### src/rtl/rpaf_pkg.sv
// Shared types and constants for the receive packet address filter.
// Item structs, configuration struct, register indexes and reset values.
// No dependencies.
package rpaf_pkg;

    localparam int unsigned BYTE_W  = 8;
    localparam int unsigned COUNT_W = 16;
    localparam int unsigned CFG_IDX_W = 8;

    localparam logic [BYTE_W-1:0] HEADER_BYTES = 8'd4;

    localparam logic [CFG_IDX_W-1:0] CFG_NODE_ADDRESS      = 8'd0;
    localparam logic [CFG_IDX_W-1:0] CFG_BROADCAST_ADDRESS = 8'd1;
    localparam logic [CFG_IDX_W-1:0] CFG_PROMISCUOUS       = 8'd2;
    localparam logic [CFG_IDX_W-1:0] CFG_MAX_FRAME_LENGTH  = 8'd3;

    localparam logic [BYTE_W-1:0] RST_NODE_ADDRESS      = 8'd1;
    localparam logic [BYTE_W-1:0] RST_BROADCAST_ADDRESS = 8'd255;
    localparam logic              RST_PROMISCUOUS       = 1'b0;
    localparam logic [BYTE_W-1:0] RST_MAX_FRAME_LENGTH  = 8'd64;

    typedef struct packed {
        logic [BYTE_W-1:0] rx_byte;
        logic              frame_start;
    } t_in_item;

    typedef struct packed {
        logic [BYTE_W-1:0]  payload_byte;
        logic [BYTE_W-1:0]  byte_index;
        logic               has_payload;
        logic               last;
        logic [BYTE_W-1:0]  dest_header;
        logic [BYTE_W-1:0]  source_header;
        logic [BYTE_W-1:0]  ident_header;
        logic [BYTE_W-1:0]  flag_header;
        logic [COUNT_W-1:0] good_frames;
    } t_out_item;

    typedef struct packed {
        logic [BYTE_W-1:0] node_address;
        logic [BYTE_W-1:0] broadcast_address;
        logic              promiscuous;
        logic [BYTE_W-1:0] max_frame_length;
    } t_cfg;

endpackage

### src/rtl/rpaf_frame_fsm.sv
// Frame phase tracker: length check, address filter, header capture, payload
// numbering and good-frame counting. Result is combinational from the item.
// Depends on rpaf_pkg.
module rpaf_frame_fsm (
    input  logic               i_clk,
    input  logic               i_rst_n,
    input  rpaf_pkg::t_cfg     i_cfg,
    input  logic               i_accept,
    input  rpaf_pkg::t_in_item i_item,
    output logic               o_res_valid,
    output rpaf_pkg::t_out_item o_res
);

    typedef enum logic [2:0] {
        PH_IDLE,
        PH_DEST,
        PH_SOURCE,
        PH_IDENT,
        PH_FLAGS,
        PH_PAYLOAD
    } t_phase;

    t_phase                            r_phase, n_phase;
    logic [rpaf_pkg::BYTE_W-1:0]       r_remaining, n_remaining;
    logic [rpaf_pkg::BYTE_W-1:0]       r_position, n_position;
    logic [rpaf_pkg::BYTE_W-1:0]       r_dest, n_dest;
    logic [rpaf_pkg::BYTE_W-1:0]       r_source, n_source;
    logic [rpaf_pkg::BYTE_W-1:0]       r_ident, n_ident;
    logic [rpaf_pkg::BYTE_W-1:0]       r_flag, n_flag;
    logic [rpaf_pkg::COUNT_W-1:0]      r_good, n_good;

    logic [rpaf_pkg::BYTE_W-1:0] w_b;
    logic                        w_last;
    logic [rpaf_pkg::BYTE_W-1:0] w_data;
    logic [rpaf_pkg::BYTE_W-1:0] w_index;
    logic                        w_has;

    always_comb begin
        w_b         = i_item.rx_byte;
        n_phase     = r_phase;
        n_remaining = r_remaining;
        n_position  = r_position;
        n_dest      = r_dest;
        n_source    = r_source;
        n_ident     = r_ident;
        n_flag      = r_flag;
        n_good      = r_good;
        o_res_valid = 1'b0;
        w_last      = 1'b0;
        w_data      = '0;
        w_index     = '0;
        w_has       = 1'b0;
        if (i_item.frame_start) begin
            if (w_b >= rpaf_pkg::HEADER_BYTES && w_b <= i_cfg.max_frame_length) begin
                n_remaining = w_b - rpaf_pkg::HEADER_BYTES;
                n_position  = '0;
                n_phase     = PH_DEST;
            end else begin
                n_phase = PH_IDLE;
            end
        end else begin
            case (r_phase)
                PH_DEST: begin
                    n_dest = w_b;
                    if (i_cfg.promiscuous || w_b == i_cfg.node_address ||
                        w_b == i_cfg.broadcast_address) begin
                        n_phase = PH_SOURCE;
                    end else begin
                        n_phase = PH_IDLE;
                    end
                end
                PH_SOURCE: begin
                    n_source = w_b;
                    n_phase  = PH_IDENT;
                end
                PH_IDENT: begin
                    n_ident = w_b;
                    n_phase = PH_FLAGS;
                end
                PH_FLAGS: begin
                    n_flag     = w_b;
                    n_position = '0;
                    if (r_remaining == '0) begin
                        n_good      = r_good + 1'b1;
                        n_phase     = PH_IDLE;
                        o_res_valid = 1'b1;
                        w_last      = 1'b1;
                    end else begin
                        n_phase = PH_PAYLOAD;
                    end
                end
                PH_PAYLOAD: begin
                    w_last      = (r_remaining <= 8'd1);
                    w_data      = w_b;
                    w_index     = r_position;
                    w_has       = 1'b1;
                    o_res_valid = 1'b1;
                    if (w_last) begin
                        n_good      = r_good + 1'b1;
                        n_remaining = '0;
                        n_phase     = PH_IDLE;
                    end else begin
                        n_remaining = r_remaining - 1'b1;
                    end
                    n_position = r_position + 1'b1;
                end
                default: begin
                    n_phase = PH_IDLE;
                end
            endcase
        end
    end

    always_comb begin
        o_res.payload_byte  = w_data;
        o_res.byte_index    = w_index;
        o_res.has_payload   = w_has;
        o_res.last          = w_last;
        o_res.dest_header   = n_dest;
        o_res.source_header = n_source;
        o_res.ident_header  = n_ident;
        o_res.flag_header   = n_flag;
        o_res.good_frames   = n_good;
    end

    always_ff @(posedge i_clk) begin
        if (!i_rst_n) begin
            r_phase     <= PH_IDLE;
            r_remaining <= '0;
            r_position  <= '0;
            r_dest      <= '0;
            r_source    <= '0;
            r_ident     <= '0;
            r_flag      <= '0;
            r_good      <= '0;
        end else if (i_accept) begin
            r_phase     <= n_phase;
            r_remaining <= n_remaining;
            r_position  <= n_position;
            r_dest      <= n_dest;
            r_source    <= n_source;
            r_ident     <= n_ident;
            r_flag      <= n_flag;
            r_good      <= n_good;
        end
    end

endmodule

### src/rtl/rx_packet_address_filter.sv
// Top level of the receive packet address filter: configuration registers,
// frame tracker and result register. Depends on rpaf_pkg and rpaf_frame_fsm.
//
// Takes one received byte per item and can accept an item in every cycle.
// A payload byte or the end of a header-only frame shows as a result in the
// cycle after its item is accepted; length bytes, headers, trailing bytes and
// bytes of dropped frames give no result. The single result register sets the
// rate: while it holds a result that is stalled, input is stalled too. No
// clearing pass after reset. Configuration writes are always ready and take
// effect on the next item; write them while no frame is in flight.
module rx_packet_address_filter (
    input  logic                          i_clk,
    input  logic                          i_rst_n,
    input  logic                          i_valid,
    output logic                          o_stall,
    input  rpaf_pkg::t_in_item            i_item,
    output logic                          o_valid,
    input  logic                          i_stall,
    output rpaf_pkg::t_out_item           o_item,
    input  logic                          i_cfg_valid,
    output logic                          o_cfg_ready,
    input  logic [rpaf_pkg::CFG_IDX_W-1:0] i_cfg_index,
    input  logic [rpaf_pkg::BYTE_W-1:0]    i_cfg_data
);

    rpaf_pkg::t_cfg      r_cfg;
    rpaf_pkg::t_out_item r_out;
    logic                r_out_valid;
    logic                w_in_accept;
    logic                w_res_valid;
    rpaf_pkg::t_out_item w_res;

    assign o_cfg_ready = 1'b1;
    assign o_stall     = r_out_valid && i_stall;
    assign w_in_accept = i_valid && !o_stall;
    assign o_valid     = r_out_valid;
    assign o_item      = r_out;

    always_ff @(posedge i_clk) begin
        if (!i_rst_n) begin
            r_cfg.node_address      <= rpaf_pkg::RST_NODE_ADDRESS;
            r_cfg.broadcast_address <= rpaf_pkg::RST_BROADCAST_ADDRESS;
            r_cfg.promiscuous       <= rpaf_pkg::RST_PROMISCUOUS;
            r_cfg.max_frame_length  <= rpaf_pkg::RST_MAX_FRAME_LENGTH;
        end else if (i_cfg_valid && o_cfg_ready) begin
            case (i_cfg_index)
                rpaf_pkg::CFG_NODE_ADDRESS:      r_cfg.node_address      <= i_cfg_data;
                rpaf_pkg::CFG_BROADCAST_ADDRESS: r_cfg.broadcast_address <= i_cfg_data;
                rpaf_pkg::CFG_PROMISCUOUS:       r_cfg.promiscuous       <= i_cfg_data[0];
                rpaf_pkg::CFG_MAX_FRAME_LENGTH:  r_cfg.max_frame_length  <= i_cfg_data;
                default: begin
                end
            endcase
        end
    end

    rpaf_frame_fsm u_fsm (
        .i_clk       (i_clk),
        .i_rst_n     (i_rst_n),
        .i_cfg       (r_cfg),
        .i_accept    (w_in_accept),
        .i_item      (i_item),
        .o_res_valid (w_res_valid),
        .o_res       (w_res)
    );

    always_ff @(posedge i_clk) begin
        if (!i_rst_n) begin
            r_out_valid <= 1'b0;
        end else if (w_in_accept) begin
            r_out_valid <= w_res_valid;
        end else if (!i_stall) begin
            r_out_valid <= 1'b0;
        end
    end

    always_ff @(posedge i_clk) begin
        if (w_in_accept && w_res_valid) begin
            r_out <= w_res;
        end
    end

`ifndef NO_ASSERTIONS
    a_stall_only_when_full: assert property (@(posedge i_clk) disable iff (!i_rst_n)
        o_stall |-> o_valid)
        else $error("input stalled with empty result register");

    a_header_only_shape: assert property (@(posedge i_clk) disable iff (!i_rst_n)
        (o_valid && !o_item.has_payload) |->
            (o_item.last && o_item.byte_index == '0 && o_item.payload_byte == '0))
        else $error("header-only result malformed");

    a_start_no_result: assert property (@(posedge i_clk) disable iff (!i_rst_n)
        (w_in_accept && i_item.frame_start && (!o_valid || !i_stall)) |=> !o_valid)
        else $error("length byte produced a result");
`endif

endmodule
### config.mk
export PLATFORM = sky130hd
export DESIGN_NAME = rx_packet_address_filter
export DESIGN_NICKNAME = d
export VERILOG_FILES = /design/src/rtl/rpaf_pkg.sv /design/src/rtl/rpaf_frame_fsm.sv /design/src/rtl/rx_packet_address_filter.sv
export SDC_FILE = /design/constraint.sdc
export NUM_CORES = 1
export LEC_CHECK = 0
export BUFFER_PORTS_ARGS = -buffer_cell sky130_fd_sc_hd__buf_2
export CAP_MARGIN = 10
export CORE_AREA = 2 2 150 182
export CTS_CLUSTER_SIZE = 28
export DETAILED_ROUTE_END_ITERATION = 10
export DIE_AREA = 0 0 152 184
export GPL_ROUTABILITY_DRIVEN = 1
export GPL_TIMING_DRIVEN = 1
export HOLD_SLACK_MARGIN = 0.08
export PLACE_DENSITY = 0.44
export SKIP_LAST_GASP = 1
export SLEW_MARGIN = 20
export SYNTH_ARGS = -nofsm -noshare
export SYNTH_HDL_FRONTEND = slang
export SYNTH_SLANG_ARGS = --single-unit
### constraint.sdc
create_clock -name i_clk -period 7.4 [get_ports i_clk]
set_input_delay 0.37 -clock i_clk [delete_from_list [all_inputs] [get_ports i_clk]]
set_output_delay 0.37 -clock i_clk [all_outputs]
set_load 0.1 [all_outputs]
==> results.py <==
metrics = {
    "layout": {
        "regArea_um2": 3840,
        "design_area_um2": 8580,
        "n_fill_cell": 2678,
        "layout.cells.non_filler": 1146,
        "antenna_cells": 0,
        "area_growth_pct": 18.3,
        "final_nets": 843,
        "multi_input_comb_area_um2": 3140,
        "layout-drive-gt1-share_pct": 22.1,
    },
    "worst_hold_path": {
        "min_to": "r_cfg[14]",
        "hp-class": "in2reg",
        "min_path_cells": 3,
        "worstHoldStart": "i_cfg_data[5]",
    },
    "die": {
        "row_count": 65,
        "boundaryPins": 99,
        "die_h_um": 184,
        "core_area_um2": 26100,
        "die-width_um": 152,
        "die-area_um2": 28000,
        "initial_core_util_pct": 27.8,
    },
    "synth": {
        "ys_ff_latch": 159,
        "ys.flop_type": "dfxtp_1",
        "postSynthAreaPerCell_um2": 10.1,
        "synth-edff-count": 66,
        "synth_cells": 720,
        "synthTopCellsByArea": "edfxtp_1 (27%), dfxtp_1 (26%), nand2_1 (5.2%)",
        "syn_area_um2": 7260,
        "synth_warnings": 0,
        "ys_seq_area_share_pct": 53.0,
        "synth_top_area_share_pct": 27.3,
        "synth_fp_nets": 765,
        "synth_common_cells": "nand2_1 (101), dfxtp_1 (93), edfxtp_1 (66)",
        "synth_most_common_cell": "nand2_1",
        "async_flop_share_pct": 0,
        "synthDistinctLibCells": 55,
        "synth_top_area_cell": "edfxtp_1",
    },
    "critical_path": {
        "r2r_slack_ns": 4.77,
        "critPathMaxFanout": 14,
        "slowest_delay_ns": 0.53,
        "required_ns": 7.71,
        "crit_slowest_cell": "nand3_1",
        "critPathArrivalTime_ns": 2.94,
        "worstSetupEndpointType": "flip-flop",
        "rr_startpoint": "u_fsm.r_remaining[0]",
        "cp.depth": 8,
        "crit_buf_inv": 1,
        "r2r-end": "u_fsm.r_good[13]",
        "crit_family": "simple AND/OR/NAND/NOR gates",
        "worstSetupPathType": "reg2reg",
        "r2r_cells": 8,
        "path_cells": "inv_1 -> ha_1 -> nor2_1 -> a21oi_1 -> nand3_1 -> nor2_1 -> o21ai_0 -> mux2i_1",
        "setup.worst_path.start_class": "flip-flop",
        "critPathMostFrequentCell": "nor2_1",
    },
    "placement": {
        "hpwl_um": 12100,
        "dp.cells": 1114,
        "io_buffers": 97,
        "gp_congestion": 0.783,
        "placed_cell_area_um2": 8020,
    },
    "global_routing": {
        "grt-ovfl-total": 0,
        "antenna_found_initial": 0,
        "grt_pass1_vias": 5047,
        "track_usage_pct": 13.2,
        "grt_first_pass_wirelength_um": 28500,
        "grt_start_max_net_pins": 69,
    },
    "power_and_ir_drop": {
        "leakage_nw": 3.33,
        "p_per_area_nw_per_um2": 224,
        "peakVddDrop_uv": 110,
    },
    "route": {
        "wl_per_cell_um": 16.1,
        "firstDrtPassIters": 4,
        "drc": 0,
        "via_per_inst": 4.60,
        "ant_nets": 0,
        "drt_first_iter_violations": 331,
        "drt-total-wl_um": 18400,
        "routed-via-count": 5269,
    },
    "clocking": {
        "clock-root-buffer": "clkbuf_16",
        "insertion_delay_ns": 0.43,
        "cts_sinks": 159,
        "holdBufCountCts": 0,
        "cts_made_buffers": 17,
        "tritoncts": "yes",
        "clockBufferDepth": 2,
        "cts.repair.resized": 0,
        "htreeDepth": 4,
        "cts_setup_buffers": 0,
        "clkTransAtPathRegs_ns": 0.07,
    },
    "timing": {
        "slew_violations": 0,
        "max_slew_margin_pct": 44.3,
        "worst_pin_slew_ns": 0.832,
        "min_period_ns": 2.63,
        "hold_viol_final": 0,
        "skew_ns": 0.0123,
        "rsz0062_at_grt": "false",
        "setup_tns_ns": 0,
        "finalCritPeriodShare_pct": 35.5,
        "whs_ns": 0.198,
        "fmax_mhz": 380,
        "setup_violations": 0,
    },
    "run": {
        "drv_cap": 0,
    },
    "outcome": {
        "status": "finished clean",
    },
}
worst reg2reg max path: stages (launching register included):
cell and delay, ns:
dfxtp_1 0.36, inv_1 0.12, ha_1 0.31, nor2_1 0.12
a21oi_1 0.38, nand3_1 0.53, nor2_1 0.40, o21ai_0 0.16
mux2i_1 0.14
flip-flops by register name, summed over array words and instances, names as in the netlist, 8 cells and up:
register and count:
u_fsm.r_position 8, u_fsm.r_remaining 8, r_cfg 25, u_fsm.r_source 8
u_fsm.r_flag 8, u_fsm.r_ident 8, u_fsm.r_dest 8, o_item 66
u_fsm.r_good 16
worst max-delay path by stage:
stage                         start                to
3_5_place_dp              i_item[0]  u_fsm.r_good[13]
3_3_place_gp              i_item[0]  u_fsm.r_good[13]
5_1_grt        u_fsm.r_remaining[0]  u_fsm.r_good[13]
6_report       u_fsm.r_remaining[0]  u_fsm.r_good[13]
2_1_floorplan  u_fsm.r_remaining[2]         o_item[0]
4_1_cts        u_fsm.r_remaining[0]  u_fsm.r_good[13]
layout make-up:
class | count | share of cell area (%)
Tap cell | 335 | 4.88
Timing Repair Buffer | 103 | 6.18
Clock buffer | 20 | 5.44
Clock inverter | 12 | 1.15
Inverter | 22 | 0.977
Sequential cell | 159 | 44.8
Multi-Input combinational cell | 495 | 36.6
layer usage:
metal	global-route usage, %	up-vias	wire length, um	share of wire, %
met5	0	-	0	0
met2	22.3	104	8930	49
li1	-	2687	-	-
met1	16.9	2466	8700	47
met4	4.45	0	191	1.0
met3	2.38	12	580	3.2
cell families after synthesis:
family	after synthesis	share of synthesized area (%)
and+or+nand+nor	255	17.2
AOI/OAI and AO/OA	126	9.97
buffers and inverters	66	3.83
muxes	58	8.55
DFF	159	53.0
xor gates and xnor gates	40	4.83
other	1	0.0517
adders and majority gates	15	2.59
cell usage in the layout (no fill, tap or decap), types with 7 or more instances in the layout:
master,n
dfxtp_1,93
a31oi_1,7
clkbuf_16,17
mux2i_1,26
o21ai_0,27
nand2_1,101
mux2_2,32
a21oi_1,64
nand4_1,7
and3_1,17
nor2_1,58
ha_1,15
nand3_1,11
xnor2_1,24
xor2_1,16
nor3_1,16
buf_2,97
edfxtp_1,66
inv_1,21
through the flow:
stage | worst slack (ns) | total power (W) | utilization (%)
2_1_floorplan | 0.997 | 0.00107 | -
3_3_place_gp | 4.71 | 0.00111 | 30.7
3_5_place_dp | 4.65 | 0.00111 | 30.7
4_1_cts | 4.74 | 0.00195 | 32.9
5_1_grt | 4.46 | 0.00200 | 32.9
6_report | 4.77 | 0.00192 | 32.9
power by group:
part           switching [W]  leakage (nW)  total, W  internal (W)
Sequential        0.00000814          1.37  0.000927      0.000919
Combinational       0.000119          1.69  0.000161     0.0000423
Clock               0.000371         0.276  0.000834      0.000463
Total               0.000498          3.33   0.00192       0.00142
(Power assumes the default switching activity.)
